--- src/hw/rtl/tga_pkg.sv ---
package tga_pkg;

    // decoder phase
    typedef enum logic [2:0] {
        PH_TYPE   = 3'd0,
        PH_INFO   = 3'd1,
        PH_PACKET = 3'd2,
        PH_PIXEL  = 3'd3,
        PH_DRAIN  = 3'd4
    } t_phase;

    // status codes
    localparam logic [2:0] ST_OK       = 3'd0;
    localparam logic [2:0] ST_BAD_TYPE = 3'd1;
    localparam logic [2:0] ST_BAD_INFO = 3'd2;
    localparam logic [2:0] ST_OVERRUN  = 3'd3;
    localparam logic [2:0] ST_TRUNC    = 3'd4;

    // header layout
    localparam logic [3:0] TYPE_LAST     = 4'd11;
    localparam logic [3:0] TYPE_CODE_POS = 4'd2;
    localparam logic [7:0] TYPE_RAW      = 8'd2;
    localparam logic [7:0] TYPE_RLE      = 8'd10;
    localparam logic [3:0] INFO_LAST     = 4'd5;
    localparam logic [3:0] INFO_W_LO     = 4'd0;
    localparam logic [3:0] INFO_W_HI     = 4'd1;
    localparam logic [3:0] INFO_H_LO     = 4'd2;
    localparam logic [3:0] INFO_H_HI     = 4'd3;
    localparam logic [3:0] INFO_BPP      = 4'd4;
    localparam logic [7:0] BPP_RGB       = 8'd24;
    localparam logic [7:0] BPP_RGBA      = 8'd32;

    // RLE packet header
    localparam logic [7:0] RAW_LIMIT = 8'd128;
    localparam logic [7:0] RUN_BIAS  = 8'd127;

    typedef struct packed {
        logic        pixel_valid;
        logic [7:0]  red;
        logic [7:0]  green;
        logic [7:0]  blue;
        logic [7:0]  alpha;
        logic        has_alpha;
        logic [7:0]  repeat_count;
        logic [15:0] image_width;
        logic [15:0] image_height;
        logic [2:0]  status;
        logic        image_end;
    } t_result;

endpackage

--- src/hw/rtl/tga_dec_core.sv ---
module tga_dec_core (
    input  logic              i_clk,
    input  logic              i_rst_n,
    input  logic              i_accept,
    input  logic [7:0]        i_data_byte,
    input  logic              i_last_byte,
    output logic              o_res_valid,
    output tga_pkg::t_result  o_res
);

    tga_pkg::t_phase r_phase, n_phase;
    logic [3:0]  r_hdr_idx, n_hdr_idx;
    logic [1:0]  r_mis, n_mis;
    logic [15:0] r_width, n_width;
    logic [15:0] r_height, n_height;
    logic        r_four, n_four;
    logic        r_rle, n_rle;
    logic [31:0] r_pix_left, n_pix_left;
    logic [7:0]  r_pkt_left, n_pkt_left;
    logic        r_pkt_run, n_pkt_run;
    logic [23:0] r_pix, n_pix;
    logic [1:0]  r_byte_idx, n_byte_idx;

    logic        clr;
    logic        pix_v;
    logic        endf;
    logic [2:0]  status;
    logic [7:0]  rep;
    logic [7:0]  red, green, blue, alpha;

    logic [1:0]  mis_now;
    logic [7:0]  bpp;
    logic [31:0] area;
    logic [31:0] pkt_wide;
    logic [31:0] pix_dec;
    logic [7:0]  pkt_dec;
    logic        pix_done;

    assign mis_now[0] = i_data_byte !=
                        ((r_hdr_idx == tga_pkg::TYPE_CODE_POS) ? tga_pkg::TYPE_RAW : 8'd0);
    assign mis_now[1] = i_data_byte !=
                        ((r_hdr_idx == tga_pkg::TYPE_CODE_POS) ? tga_pkg::TYPE_RLE : 8'd0);
    assign bpp      = r_pix[7:0];
    assign area     = {16'd0, r_width} * {16'd0, r_height};
    assign pkt_wide = {24'd0, r_pkt_left};
    assign pix_dec  = (r_pix_left != 32'd0) ? r_pix_left - 32'd1 : 32'd0;
    assign pkt_dec  = (r_pkt_left != 8'd0) ? r_pkt_left - 8'd1 : 8'd0;
    assign pix_done = (r_byte_idx == 2'd3) || (!r_four && r_byte_idx == 2'd2);

    // next state
    always_comb begin
        n_phase    = r_phase;
        n_hdr_idx  = r_hdr_idx;
        n_mis      = r_mis;
        n_width    = r_width;
        n_height   = r_height;
        n_four     = r_four;
        n_rle      = r_rle;
        n_pix_left = r_pix_left;
        n_pkt_left = r_pkt_left;
        n_pkt_run  = r_pkt_run;
        n_pix      = r_pix;
        n_byte_idx = r_byte_idx;
        pix_v      = 1'b0;
        endf       = 1'b0;
        status     = tga_pkg::ST_OK;
        rep        = 8'd0;
        clr        = 1'b0;

        case (r_phase)
            tga_pkg::PH_TYPE: begin
                n_mis = r_mis | mis_now;
                if (r_hdr_idx == tga_pkg::TYPE_LAST) begin
                    if (n_mis == 2'b11) begin
                        status = tga_pkg::ST_BAD_TYPE;
                        endf   = 1'b1;
                    end else begin
                        n_rle     = n_mis[0];
                        n_phase   = tga_pkg::PH_INFO;
                        n_hdr_idx = 4'd0;
                    end
                end else begin
                    n_hdr_idx = r_hdr_idx + 4'd1;
                end
            end
            tga_pkg::PH_INFO: begin
                case (r_hdr_idx)
                    tga_pkg::INFO_W_LO: n_width[7:0]   = i_data_byte;
                    tga_pkg::INFO_W_HI: n_width[15:8]  = i_data_byte;
                    tga_pkg::INFO_H_LO: n_height[7:0]  = i_data_byte;
                    tga_pkg::INFO_H_HI: n_height[15:8] = i_data_byte;
                    tga_pkg::INFO_BPP:  n_pix          = {16'd0, i_data_byte};
                    default: ;
                endcase
                if (r_hdr_idx == tga_pkg::INFO_LAST) begin
                    if (r_width == 16'd0 || r_height == 16'd0 ||
                        (bpp != tga_pkg::BPP_RGB && bpp != tga_pkg::BPP_RGBA)) begin
                        status = tga_pkg::ST_BAD_INFO;
                        endf   = 1'b1;
                    end else begin
                        n_four     = (bpp == tga_pkg::BPP_RGBA);
                        n_pix_left = area;
                        n_pkt_left = 8'd0;
                        n_pkt_run  = 1'b0;
                        n_byte_idx = 2'd0;
                        n_phase    = r_rle ? tga_pkg::PH_PACKET : tga_pkg::PH_PIXEL;
                    end
                    n_pix     = 24'd0;
                    n_hdr_idx = 4'd0;
                end else begin
                    n_hdr_idx = r_hdr_idx + 4'd1;
                end
            end
            tga_pkg::PH_PACKET: begin
                if (i_data_byte < tga_pkg::RAW_LIMIT) begin
                    n_pkt_left = i_data_byte + 8'd1;
                    n_pkt_run  = 1'b0;
                end else begin
                    n_pkt_left = i_data_byte - tga_pkg::RUN_BIAS;
                    n_pkt_run  = 1'b1;
                end
                n_byte_idx = 2'd0;
                n_pix      = 24'd0;
                n_phase    = tga_pkg::PH_PIXEL;
            end
            tga_pkg::PH_PIXEL: begin
                if (pix_done) begin
                    pix_v      = 1'b1;
                    n_byte_idx = 2'd0;
                    n_pix      = 24'd0;
                    if (r_rle && r_pkt_run) begin
                        if (pkt_wide > r_pix_left) begin
                            rep        = r_pix_left[7:0];
                            status     = tga_pkg::ST_OVERRUN;
                            n_pix_left = 32'd0;
                            endf       = 1'b1;
                        end else begin
                            rep        = r_pkt_left;
                            n_pix_left = r_pix_left - pkt_wide;
                            if (n_pix_left == 32'd0) begin
                                endf = 1'b1;
                            end else begin
                                n_phase = tga_pkg::PH_PACKET;
                            end
                        end
                        n_pkt_left = 8'd0;
                    end else if (r_rle) begin
                        rep        = 8'd1;
                        n_pix_left = pix_dec;
                        n_pkt_left = pkt_dec;
                        if (pix_dec == 32'd0) begin
                            endf = 1'b1;
                            if (pkt_dec != 8'd0) begin
                                status = tga_pkg::ST_OVERRUN;
                            end
                        end else if (pkt_dec == 8'd0) begin
                            n_phase = tga_pkg::PH_PACKET;
                        end
                    end else begin
                        rep        = 8'd1;
                        n_pix_left = pix_dec;
                        endf       = (pix_dec == 32'd0);
                    end
                end else begin
                    n_byte_idx = r_byte_idx + 2'd1;
                    case (r_byte_idx)
                        2'd0:    n_pix[7:0]   = i_data_byte;
                        2'd1:    n_pix[15:8]  = i_data_byte;
                        2'd2:    n_pix[23:16] = i_data_byte;
                        default: ;
                    endcase
                end
            end
            default: begin
                // drain to end of file
                clr     = i_last_byte;
                n_phase = tga_pkg::PH_DRAIN;
            end
        endcase

        if (r_phase != tga_pkg::PH_DRAIN && r_phase <= tga_pkg::PH_PIXEL) begin
            if (!endf && i_last_byte) begin
                status = tga_pkg::ST_TRUNC;
                endf   = 1'b1;
            end
            if (endf) begin
                clr     = i_last_byte;
                n_phase = tga_pkg::PH_DRAIN;
            end
        end
    end

    // result fields
    always_comb begin
        blue  = 8'd0;
        green = 8'd0;
        red   = 8'd0;
        alpha = 8'd0;
        if (pix_v) begin
            blue  = r_pix[7:0];
            green = r_pix[15:8];
            red   = (r_byte_idx == 2'd2) ? i_data_byte : r_pix[23:16];
            alpha = r_four ? i_data_byte : 8'd0;
        end
        o_res_valid         = i_accept && (pix_v || endf);
        o_res.pixel_valid   = pix_v;
        o_res.red           = red;
        o_res.green         = green;
        o_res.blue          = blue;
        o_res.alpha         = alpha;
        o_res.has_alpha     = n_four;
        o_res.repeat_count  = rep;
        o_res.image_width   = n_width;
        o_res.image_height  = n_height;
        o_res.status        = status;
        o_res.image_end     = endf;
    end

    always_ff @(posedge i_clk) begin
        if (!i_rst_n || (i_accept && clr)) begin
            r_phase    <= tga_pkg::PH_TYPE;
            r_hdr_idx  <= 4'd0;
            r_mis      <= 2'b00;
            r_width    <= 16'd0;
            r_height   <= 16'd0;
            r_four     <= 1'b0;
            r_rle      <= 1'b0;
            r_pix_left <= 32'd0;
            r_pkt_left <= 8'd0;
            r_pkt_run  <= 1'b0;
            r_pix      <= 24'd0;
            r_byte_idx <= 2'd0;
        end else if (i_accept) begin
            r_phase    <= n_phase;
            r_hdr_idx  <= n_hdr_idx;
            r_mis      <= n_mis;
            r_width    <= n_width;
            r_height   <= n_height;
            r_four     <= n_four;
            r_rle      <= n_rle;
            r_pix_left <= n_pix_left;
            r_pkt_left <= n_pkt_left;
            r_pkt_run  <= n_pkt_run;
            r_pix      <= n_pix;
            r_byte_idx <= n_byte_idx;
        end
    end

    // pixel phase always has pixels outstanding
    a_pix_left: assert property (@(posedge i_clk) disable iff (!i_rst_n)
        (r_phase == tga_pkg::PH_PIXEL) |-> (r_pix_left != 32'd0))
        else $error("pixel phase with no pixels left");

    // draining bytes never produce a result
    a_drain_quiet: assert property (@(posedge i_clk) disable iff (!i_rst_n)
        (i_accept && r_phase == tga_pkg::PH_DRAIN) |-> !o_res_valid)
        else $error("result during drain");

    // any error status ends the image
    a_err_end: assert property (@(posedge i_clk) disable iff (!i_rst_n)
        (o_res_valid && o_res.status != tga_pkg::ST_OK) |-> o_res.image_end)
        else $error("error status without image end");

endmodule

--- src/hw/rtl/tga_out_buf.sv ---
module tga_out_buf (
    input  logic              i_clk,
    input  logic              i_rst_n,
    input  logic              i_push,
    input  tga_pkg::t_result  i_item,
    output logic              o_full,
    output logic              o_valid,
    output tga_pkg::t_result  o_item,
    input  logic              i_stall
);

    logic             r_out_v;
    logic             r_skid_v;
    tga_pkg::t_result r_out;
    tga_pkg::t_result r_skid;
    logic             out_free;

    assign out_free = !r_out_v || !i_stall;
    assign o_full   = r_skid_v;
    assign o_valid  = r_out_v;
    assign o_item   = r_out;

    always_ff @(posedge i_clk) begin
        if (!i_rst_n) begin
            r_out_v  <= 1'b0;
            r_skid_v <= 1'b0;
        end else if (out_free) begin
            r_out_v  <= r_skid_v || i_push;
            r_skid_v <= 1'b0;
        end else if (i_push) begin
            r_skid_v <= 1'b1;
        end
    end

    always_ff @(posedge i_clk) begin
        if (out_free) begin
            r_out <= r_skid_v ? r_skid : i_item;
        end else if (i_push) begin
            r_skid <= i_item;
        end
    end

    // skid only fills behind a held output
    a_skid_order: assert property (@(posedge i_clk) disable iff (!i_rst_n)
        r_skid_v |-> r_out_v)
        else $error("skid full with output empty");

    // nothing pushed while the skid is occupied
    a_no_over: assert property (@(posedge i_clk) disable iff (!i_rst_n)
        i_push |-> !r_skid_v)
        else $error("push into full buffer");

    // a stalled item stays put
    a_hold: assert property (@(posedge i_clk) disable iff (!i_rst_n)
        (r_out_v && i_stall) |=> (r_out_v && $stable(r_out)))
        else $error("output changed while stalled");

endmodule

--- src/hw/rtl/tga_image_decoder.sv ---
// TGA image decoder. Feed the file one byte per item on i_data_byte, with
// i_last_byte marking the final byte. The 12-byte type header must be the
// uncompressed (type 2) or RLE (type 10) true-colour pattern; six info bytes
// then give width, height, bits per pixel (24 or 32) and an ignored
// descriptor. Each pixel comes out as one result with red and blue swapped
// back from the stored BGR(A) order; an RLE run is reported once with its
// repeat count, raw pixels with a count of one. The result that finishes the
// image or reports an error has o_image_end set; status codes are ok, bad type
// header, bad info, too many pixels (the packet overran the image and was
// clipped) and truncated (file ended early; any pixel finished by that byte
// rides on the same result). After an end, bytes are swallowed up to and
// including the one flagged last, and the next byte starts a fresh file.
// Rate: one byte per clock, sustained, with no gaps between files; each byte
// passes through a single registered decode step, and results are held in a
// two-entry output buffer, so o_in_stall only rises when both entries are full
// under a stalled output.
module tga_image_decoder (
    input  logic        i_clk,
    input  logic        i_rst_n,
    // byte input
    input  logic        i_in_valid,
    output logic        o_in_stall,
    input  logic [7:0]  i_data_byte,
    input  logic        i_last_byte,
    // result output
    output logic        o_out_valid,
    input  logic        i_out_stall,
    output logic        o_pixel_valid,
    output logic [7:0]  o_red,
    output logic [7:0]  o_green,
    output logic [7:0]  o_blue,
    output logic [7:0]  o_alpha,
    output logic        o_has_alpha,
    output logic [7:0]  o_repeat_count,
    output logic [15:0] o_image_width,
    output logic [15:0] o_image_height,
    output logic [2:0]  o_status,
    output logic        o_image_end
);

    logic             accept;
    logic             res_valid;
    tga_pkg::t_result res;
    tga_pkg::t_result out_item;
    logic             buf_full;

    // byte taken whenever the skid entry is free
    assign o_in_stall = buf_full;
    assign accept     = i_in_valid && !buf_full;

    // header parse, packet and pixel assembly
    tga_dec_core u_core (
        .i_clk       (i_clk),
        .i_rst_n     (i_rst_n),
        .i_accept    (accept),
        .i_data_byte (i_data_byte),
        .i_last_byte (i_last_byte),
        .o_res_valid (res_valid),
        .o_res       (res)
    );

    // output register plus skid entry
    tga_out_buf u_buf (
        .i_clk   (i_clk),
        .i_rst_n (i_rst_n),
        .i_push  (res_valid),
        .i_item  (res),
        .o_full  (buf_full),
        .o_valid (o_out_valid),
        .o_item  (out_item),
        .i_stall (i_out_stall)
    );

    assign o_pixel_valid  = out_item.pixel_valid;
    assign o_red          = out_item.red;
    assign o_green        = out_item.green;
    assign o_blue         = out_item.blue;
    assign o_alpha        = out_item.alpha;
    assign o_has_alpha    = out_item.has_alpha;
    assign o_repeat_count = out_item.repeat_count;
    assign o_image_width  = out_item.image_width;
    assign o_image_height = out_item.image_height;
    assign o_status       = out_item.status;
    assign o_image_end    = out_item.image_end;

endmodule

--- config.mk ---
export PLATFORM = sky130hd
export DESIGN_NAME = tga_image_decoder
export DESIGN_NICKNAME = d
export VERILOG_FILES = /design/src/hw/rtl/tga_pkg.sv /design/src/hw/rtl/tga_dec_core.sv /design/src/hw/rtl/tga_out_buf.sv /design/src/hw/rtl/tga_image_decoder.sv
export SDC_FILE = /design/constraint.sdc
export NUM_CORES = 1
export LEC_CHECK = 0
export BUFFER_PORTS_ARGS = -buffer_cell sky130_fd_sc_hd__buf_2
export CAP_MARGIN = 20
export CORE_MARGIN = 10
export CORE_UTILIZATION = 65
export CTS_CLUSTER_SIZE = 24
export DETAILED_ROUTE_END_ITERATION = 12
export HOLD_SLACK_MARGIN = 0.03
export PLACE_DENSITY = 0.86
export SLEW_MARGIN = 5
export SYNTH_ARGS = -nofsm -noshare
export SYNTH_HDL_FRONTEND = slang
export SYNTH_SLANG_ARGS = --single-unit
--- constraint.sdc ---
create_clock -name i_clk -period 17.6 [get_ports i_clk]
set_input_delay 2.64 -clock i_clk [delete_from_list [all_inputs] [get_ports i_clk]]
set_output_delay 2.64 -clock i_clk [all_outputs]
set_load 0.01 [all_outputs]
### After elaboration in Yosys (flattened, before gate mapping)

Cells that the tools add are included.

| operators by class | value |
|---|---|
| multipliers | 1 |
| bitwise logic cells | 4 |
| muxes and demuxes | 102 |
| reductions and logical operators | 49 |
| add/sub/neg operators | 7 |
| order comparisons | 3 |
| equal/unequal tests | 27 |

Operator list:

| kind | count |
|---|---|
| 2-to-1 mux 32 bit | 6 |
| 2-to-1 mux 8 bit | 23 |
| 2-to-1 mux 78 bit | 1 |
| 2-to-1 mux 24 bit | 3 |
| case mux 24 bit (3 select lines) | 1 |
| zero test 32 bit | 2 |
| case mux 32 bit (2 select lines) | 1 |
| 2-to-1 mux 3 bit | 21 |
| greater-than comparator 8 x 32 -> 1 bit | 1 |
| zero test 16 bit | 2 |
| multiplier 16 x 16 -> 32 bit | 1 |
| 2-to-1 mux 16 bit | 2 |
| nonzero test 32 bit | 1 |
| subtractor 32 x 1 -> 32 bit, second input constant | 1 |
| subtractor 32 x 8 -> 32 bit | 1 |
| 2-to-1 mux 1 bit | 26 |
| case mux 8 bit (3 select lines) | 1 |
| AND reduction 4 bit | 5 |
| 2-to-1 mux 4 bit | 4 |
| != test 8 bit | 2 |
| nonzero test 8 bit | 2 |
| 2-to-1 mux 2 bit | 7 |
| case mux 3 bit (4 select lines) | 1 |
| != test 3 x 2 -> 1 bit, second input constant | 3 |
| 44 further kinds | 75 |

| storage, ports and cells | value |
|---|---|
| bits in registers | 268 |
| input bits | 13 |

### Longest topological paths before layout

Gate-level depths: netlist (run 1).

| depth | value |
|---|---|
| depth in word-level cells | 16 |
| depth in mapped cells | 26 |
| depth with buffers taken out | 24 |

### Modules after synthesis

Synthesis (run 1) repeated with hierarchy kept, for this count alone.

| unflattened totals | value |
|---|---|
| cells, all modules | 2327 |
| area, all modules | 22352.7 sq um |

Modules (own cells, without submodules):

| module | cells each | area each (sq um) | instances | seq. area each (sq um) |
|---|---|---|---|---|
| tga_dec_core | 2076 | 16600.9 | 1 | 2202.1 |
| tga_out_buf | 250 | 5738.0 | 1 | 4724.5 |
| tga_image_decoder | 1 | 13.8 | 1 | 0.0 |

### Worst setup path after synthesis (run 1)

No wires, ideal clock.

| timing path | value |
|---|---|
| kind | input port to flip-flop |
| start point | input i_out_stall |
| end point | register u_buf.r_skid[0] in the netlist's numbering (enable) |
| stages on the path | 2 |
| setup time | 0.706 ns |
| slack | 4.901 ns |
| data arrival time | 11.993 ns |
| buffers on the path | 0 |
| path through | nand2_1 -> nor4_1 |

| between the ends | value |
|---|---|
| longest elaborated chain between the ends | 4 |

RTL lines:

| element | RTL line | RTL |
|---|---|---|
| start, declared | tga_image_decoder.sv:27 | `input logic i_out_stall,` |
| zero test 1 bit | tga_out_buf.sv:18 | `assign out_free = !r_out_v \|\| !i_stall;` |
| logical OR 1 bit | tga_out_buf.sv:18 |  |
| NOT 1 bit (no line) | n/a |  |
| AND reduction 2 bit (no line) | n/a |  |
| end signal, assigned | tga_out_buf.sv:39 | `r_skid <= i_item;` |
| end, declared | tga_out_buf.sv:15 | `tga_pkg::t_result r_skid;` |

No other way between the ends.
A chain may end at the register's enable or synchronous reset.

### Worst setup path after layout (run 1)

| timing path | value |
|---|---|
| start point | register u_core.r_width[13] |
| end point | register u_core.r_pix_left[29] |

| between the ends | value |
|---|---|
| longest elaborated chain between the ends | 14 |

RTL lines:

| element | RTL line | RTL |
|---|---|---|
| start, declared | tga_dec_core.sv:14 | `logic [15:0] r_width, n_width;` |
| start signal, assigned | tga_dec_core.sv:237 | `r_width <= n_width;` |
| branches (longest 14 deep; another with multiplier 16 x 16 -> 32 bit) | n/a |  |
| end signal, assigned | tga_dec_core.sv:241 | `r_pix_left <= n_pix_left;` |
| end, declared | tga_dec_core.sv:18 | `logic [31:0] r_pix_left, n_pix_left;` |

Parallel ways; which one is timed is not known. The select of a mux whose other input is x is not followed.

==> impl_metrics.yaml, run 1 <==
outcome:
  status: "finished, final reports clean"
route:
  num_vias: 18319
  ant_nets: 0
  via_per_inst: 6.41
  drc_errors: 0
  detail_route.wl_per_cell_um: 22.3
  drtIter0Drc: 1996
  drt-pass1-iter-count: 5
  wl_um: 63700
die:
  die_area_mm2: 0.0425
  die_w_um: 206
  io_pins: 93
  die_h_um: 206
  rows: 68
  core_mm2: 0.0344
  start_util_pct: 65.6
power_and_ir_drop:
  powerDensity_mw_per_mm2: 61.7
  p_total_mw: 1.48
  p_leak_nw: 10.7
  ir_drop_uv: 77.3
finish:
  finish.net_count: 2715
  drive_above_1_share_pct: 11.8
  area_growth_pct: 6.21
  fill_cells: 2433
  final_common_cell: "nand2_1"
  most-common-layout-cells: "268 x nand2_1, 257 x inv_1, 195 x fa_1"
critical_path:
  cp.arrival_ps: 7280
  end_kind: "flip-flop"
  r2r-start: "u_core.r_width[13]$_SDFFE_PP0P_"
  crit_chain: "nand2_1 > fa_1 > fa_1 > inv_1 > fa_1 > fa_1 > fa_1 > inv_1 > fa_1 > inv_1 > ha_1 > a21oi_1 > o21a_1 > o221ai_1 > a22o_1 > a221oi_2 > o21ai_1 > nand2_1 > nand2b_1 > or3_1 > a31oi_1"
  critPathBufInv: 3
  critical_path_class: "flip-flop to flip-flop"
  worst-path-max-fanout: 19
  reg2reg_to: "u_core.r_pix_left[29]$_SDFFE_PP0P_"
  path_common_cell: "fa_1"
  startpoint_type: "flip-flop"
  reg2reg_depth: 21
  crit_start: "u_core.r_width[13]$_SDFFE_PP0P_"
  crit_family: "adder cells"
  critical_path_depth: 21
  rrSetupSlack_ps: 10810
  cp.required_ps: 18090
  endpoint: "u_core.r_pix_left[29]$_SDFFE_PP0P_"
  crit_path_max_incr_delay_ps: 980
  slowest_stage: "dfxtp_1"
global_route:
  grt_pass1_wl_um: 103000
  grt_overflow_total: 0
  antenna_found_initial: 0
  grt_max_degree: 80
  grt_use_total_pct: 30.3
  first_global_vias: 18506
yosys:
  ys_warn_count: 0
  synth.top_cell.area_share_pct: 20.8
  synthMuxAreaShare_pct: 5.75
  synth_area_leaders: "edfxtp_1 21%, fa_1 17%, dfxtp_1 9.9%"
  synthesis.area_mm2: 0.0226
  ys_types: 86
  synth_xor_area_share_pct: 2.60
  yosys.area_share.simple_pct: 18.9
  synth_edf_count: 156
  synthCells: 2413
  ys.flop_type: "edfxtp_1"
  synth_top_family_by_area: "adder cells"
  synth_fa_ha_area_share_pct: 24.2
  avgSynthCellArea_um2: 9.35
  synth_compound_area_share_pct: 10.6
  ys_seq_elements: 268
  seq_area_frac_synth_pct: 30.7
  async_flop_share_pct: 0
  yosysTopAreaCell: "edfxtp_1"
  syn-num-nets: 2746
sta:
  rsz0062_at_grt: "false"
  timing.fmax_ghz: 0.147
  fin_ws_ps: 10810
  setup_tns_ps: 0
  final_max_slew_viol_count: 0
  min_period_ps: 6790
  timing.hold.ws_ps: 461
  tightest_slew_ps: 1060
  period_share_pct: 38.6
  setup_viol: 0
  finalHoldViolCount: 0
  slew_headroom_pct: 29.5
  fin_skew_ps: 24.7
clock_network:
  clkTransAtPathRegs_ps: 60
  htree_levels: 1
  cts_buffer_depth: 3
  post_cts_resized: 0
  post_cts_buffers: 0
  cts.sinks: 268
  tritoncts: "done"
  clock_insertion_delay_worst_skew_ps: 570
  cts-root-buf: "clkbuf_16"
  numCtsBuffers: 27
  hold_buffers: 0
job:
  drv_cap: 0
placement:
  port_buffers: 92
  pre_cts_ws_ps: 10910
  place.detailed.hpwl_um: 45100
  gp_congestion: 0.960
min_path:
  hold_class: "flip-flop to flip-flop"
-- state kept, by name, indices dropped and copies added, names as in the netlist, 2 cells and up --
name / cells
u_core.r_height: 16
u_core.r_width: 16
u_buf.o_item: 78
u_core.r_mis: 2
u_core.r_phase: 3
u_core.r_pix_left: 32
u_core.r_pkt_left: 8
u_core.r_hdr_idx: 4
u_core.r_pix: 24
u_buf.r_skid: 78
u_core.r_byte_idx: 2
-- report_power, final --
| part | switching, mW | internal [mW] |
|---|---|---|
| registers | 0.0304 | 0.679 |
| logic | 0.108 | 0.0637 |
| clock network | 0.258 | 0.338 |
| total | 0.396 | 1.08 |
-- worst reg2reg max path, cell delays in order, from the launching register on --
cell,delay (ps)
dfxtp_1,980
nand2_1,170
fa_1,510
fa_1,560
inv_1,60
fa_1,500
fa_1,550
fa_1,530
inv_1,60
fa_1,480
inv_1,40
ha_1,370
a21oi_1,180
o21a_1,180
o221ai_1,150
a22o_1,280
a221oi_2,280
o21ai_1,150
nand2_1,130
nand2b_1,70
or3_1,310
a31oi_1,150
-- how the worst min path moves through the flow --
stage / start / endpoint / slack, ps / cells past startpoint
2_1_floorplan: u_core.r_pix[10]$_SDFFE_PP0P_ / u_core.r_pix[10]$_SDFFE_PP0P_ / 430 / 2
3_3_place_gp: u_core.r_pix[15]$_SDFFE_PP0P_ / u_core.r_pix[15]$_SDFFE_PP0P_ / 430 / 2
3_5_place_dp: u_core.r_pix[12]$_SDFFE_PP0P_ / u_core.r_pix[12]$_SDFFE_PP0P_ / 440 / 2
4_1_cts: u_core.r_pix[13]$_SDFFE_PP0P_ / u_core.r_pix[13]$_SDFFE_PP0P_ / 460 / 2
5_1_grt: u_core.r_pix[13]$_SDFFE_PP0P_ / u_core.r_pix[13]$_SDFFE_PP0P_ / 480 / 2
6_report: u_core.r_pix[13]$_SDFFE_PP0P_ / u_core.r_pix[13]$_SDFFE_PP0P_ / 460 / 2
-- cells by family after synthesis --
logic type,Yosys count
DFF,268
buffers and inverters,424
adders and majority gates,320
xor gates and xnor gates,67
muxes,118
and+or+nand+nor,858
AOI/OAI and AO/OA,358
-- layout make-up --
class	count	area (um2)	area share [%]
Sequential cell	268	6930	28.9
Clock inverter	15	179	0.747
Inverter	258	968	4.04
Timing Repair Buffer	106	566	2.36
Tap cell	455	569	2.38
Multi-Input combinational cell	1721	14000	58.5
Antenna cell	1	2.50	0.0104
Clock buffer	35	726	3.03
-- synthesized netlist by cell type, types with 6 or more instances --
cell type    n
nand2_1    270
inv_1      257
fa_1       195
nor2_1     184
edfxtp_1   156
clkbuf_1   145
ha_1       125
and2_1     120
dfxtp_1    112
a21oi_1     99
mux2_2      92
nor3_1      69
o21ai_0     57
nand3_1     42
xnor2_1     38
and3_1      34
nor4_1      31
xor2_1      29
mux2i_1     26
a21o_1      20
o31ai_1     20
a22oi_1     19
nand4_1     19
a211oi_1    17
nand2b_1    15
o21a_1      14
o22ai_1     14
buf_2       13
or2_2       12
a31oi_1     11
nor2b_1     11
o221ai_1    11
a221oi_1    10
o211ai_1    10
nor4_2       6
o21ai_1      6
or4_1        6
-- layer usage --
metal | part of all wire, % | wire length [um] | vias up | track usage [%]
li1 | - | - | 8125 | -
met2 | 48 | 30500 | 1011 | 50.2
met1 | 39 | 24600 | 8990 | 39.6
met4 | 4.1 | 2640 | 0 | 11.6
met3 | 9.2 | 5880 | 193 | 4.58
met5 | 0 | 0 | - | 0
-- stage by stage --
stage	instances	area, um2	util, %
2_1_floorplan	2413	22600	-
3_3_place_gp	2808	23000	67.0
3_5_place_dp	2808	23000	67.0
4_1_cts	2858	23900	69.7
5_1_grt	2858	23900	69.7
6_report	2859	24000	69.7
(Power assumes the default switching activity.)
==> run 2: changes to the inputs <==
Settings changed: CORE_UTILIZATION 65 to 58, PLACE_DENSITY 0.86 to 0.82.
Clock period 17.6 ns to 5.66 ns, I/O delays scaled along.
==> run 2 against run 1 <==
  * The run now ends with negative setup slack left
  * Clock skew fell by 5.8 ps
  * Via count is 4.2% higher
  * Largest power group unchanged
  * Wire length grew 7.3%
==> impl_metrics.yaml, run 2 (synthesized netlist as in run 1, its figures left out) <==
finish:
  finish.net_count: 2880
  layout.area.seq_mm2: 0.00698
  final_common_cell: "nand2_1"
  most-common-layout-cells: "264 x nand2_1, 244 x inv_1, 185 x fa_1"
  multi_input_area_mm2: 0.0146
  area_growth_pct: 15.8
  fill_cells: 2932
  diodes: 0
  final_util_pct: 67.7
  drive_above_1_share_pct: 22.1
route:
  detail_route.wl_per_cell_um: 22.1
  top_layer: "met4"
  drtIter0Drc: 1844
  drt-pass1-iter-count: 6
  route.met2.wl_um: 33600
  num_vias: 19094
  met1Wirelength_um: 27000
  drc_errors: 0
  met3_length_um: 5270
  wl_um: 68300
  ant_nets: 0
  via_per_inst: 6.19
clock_network:
  clkTransAtPathRegs_ps: 60
  clock_insertion_delay_worst_skew_ps: 560
  cts.sinks: 268
  cts-root-buf: "clkbuf_16"
  tritoncts: "done"
  cts_buffer_depth: 3
  numCtsBuffers: 28
  htree_levels: 1
power_and_ir_drop:
  p_leak_nw: 11.7
  ir_drop_uv: 200
  p_int_mw: 3.60
  p_total_mw: 4.88
  share_seq_of_total_power_pct: 44.3
  pwr-share-clk_pct: 40.1
  power.switching_mw: 1.29
  powerDensity_mw_per_mm2: 187
  p_comb_share_pct: 15.6
  p_sw_share_pct: 26.3
global_route:
  grt_pass1_wl_um: 108000
  grt_use_total_pct: 28.3
  grt_overflow_total: 0
  first_global_vias: 19399
  grt_max_degree: 80
  antenna_found_initial: 0
sta:
  setup_tns_ps: -4200
  final_max_slew_viol_count: 0
  min_period_ps: 6010
  fin_skew_ps: 18.9
  finalHoldViolCount: 0
  period_share_pct: 106
  setup_viol: 19
  slew_headroom_pct: 27.3
  tightest_slew_ps: 1080
  fin_ws_ps: -352
  timing.fmax_ghz: 0.166
  rsz0062_at_grt: "true"
placement:
  port_buffers: 92
  pre_cts_ws_ps: -570
  gp_congestion: 0.951
  place.detailed.hpwl_um: 49700
die:
  die_h_um: 217
  die_area_mm2: 0.0472
  core_mm2: 0.0386
  start_util_pct: 58.5
  die_w_um: 217
  rows: 72
  io_pins: 93
critical_path:
  cp.required_ps: 6140
  critPathBufInv: 7
  end_kind: "flip-flop"
  r2r-start: "u_core.r_height[4]$_SDFFE_PP0P_"
  crit_family: "adder cells"
  crit_start: "u_core.r_height[4]$_SDFFE_PP0P_"
  slowest_stage: "fa_1"
  worst-path-max-fanout: 7
  path_common_cell: "fa_1"
  critical_path_class: "flip-flop to flip-flop"
  cp.arrival_ps: 6500
  startpoint_type: "flip-flop"
  crit_path_max_incr_delay_ps: 540
job:
  drv_cap: 0
min_path:
  min_from: "u_core.r_pix[15]$_SDFFE_PP0P_"
  hold_class: "flip-flop to flip-flop"
outcome:
  violations: "negative setup slack"
  status: "complete, but fails checks"
run 2: path summary, 6_finish.rpt:
path	endpoint	slack (ps)	cells past startpoint
worst max-delay path	u_core.r_pix_left[28]$_SDFFE_PP0P_	-350	25
worst min-delay path	u_core.r_pix[15]$_SDFFE_PP0P_	460	2
worst max register to register	u_core.r_pix_left[28]$_SDFFE_PP0P_	-350	25
worst min register to register	u_core.r_pix[15]$_SDFFE_PP0P_	460	2
run 2: metal layers:
metal  vias up  GRT usage [%]
met2       996           47.8
met5         -              0
li1       8462              -
met4         0           9.48
met1      9442           37.1
met3       194           3.40
run 2: final cells by class:
class / count / share of cell area, %
Clock inverter: 14 / 0.820
Inverter: 258 / 3.71
Clock buffer: 37 / 2.89
Timing Repair Buffer: 270 / 7.45
Tap cell: 518 / 2.48
Multi-Input combinational cell: 1721 / 55.9
Sequential cell: 268 / 26.7
run 2: what timing repair did:
| item | in CTS | in global routing |
|---|---|---|
| setup endpoints to repair | 20 | 21 |
| gates resized for setup | 85 | 66 |
| pin swaps | 68 | 75 |
| hold buffers | 0 | 0 |
| setup buffers | 22 | 13 |
run 2: through the flow:
step | hold WS, ps | instance area (um2) | std cells
floorplan | 427 | 22900 | 2413
global placement | 439 | 24300 | 3006
detailed placement | 443 | 24300 | 3007
CTS | 451 | 25800 | 3078
global route | 485 | 26100 | 3086
finish | 458 | 26100 | 3086
run 2: tightest hold or removal path, delay by kind of cell (launching register included):
kind | cells | cell delay (ps)
and+or+nand+nor | 1 | 50
DFF | 1 | 310
AOI/OAI and AO/OA | 1 | 50
run 2: power by group through the flow:
stage | sequential (mW) | combinational (mW) | clock (mW)
6_report | 2.16 | 0.764 | 1.96
5_1_grt | 2.16 | 0.826 | 2.03
4_1_cts | 2.16 | 0.715 | 1.96
3_5_place_dp | 2.21 | 0.669 | 0
3_3_place_gp | 2.20 | 0.651 | 0
2_1_floorplan | 2.19 | 0.410 | 0
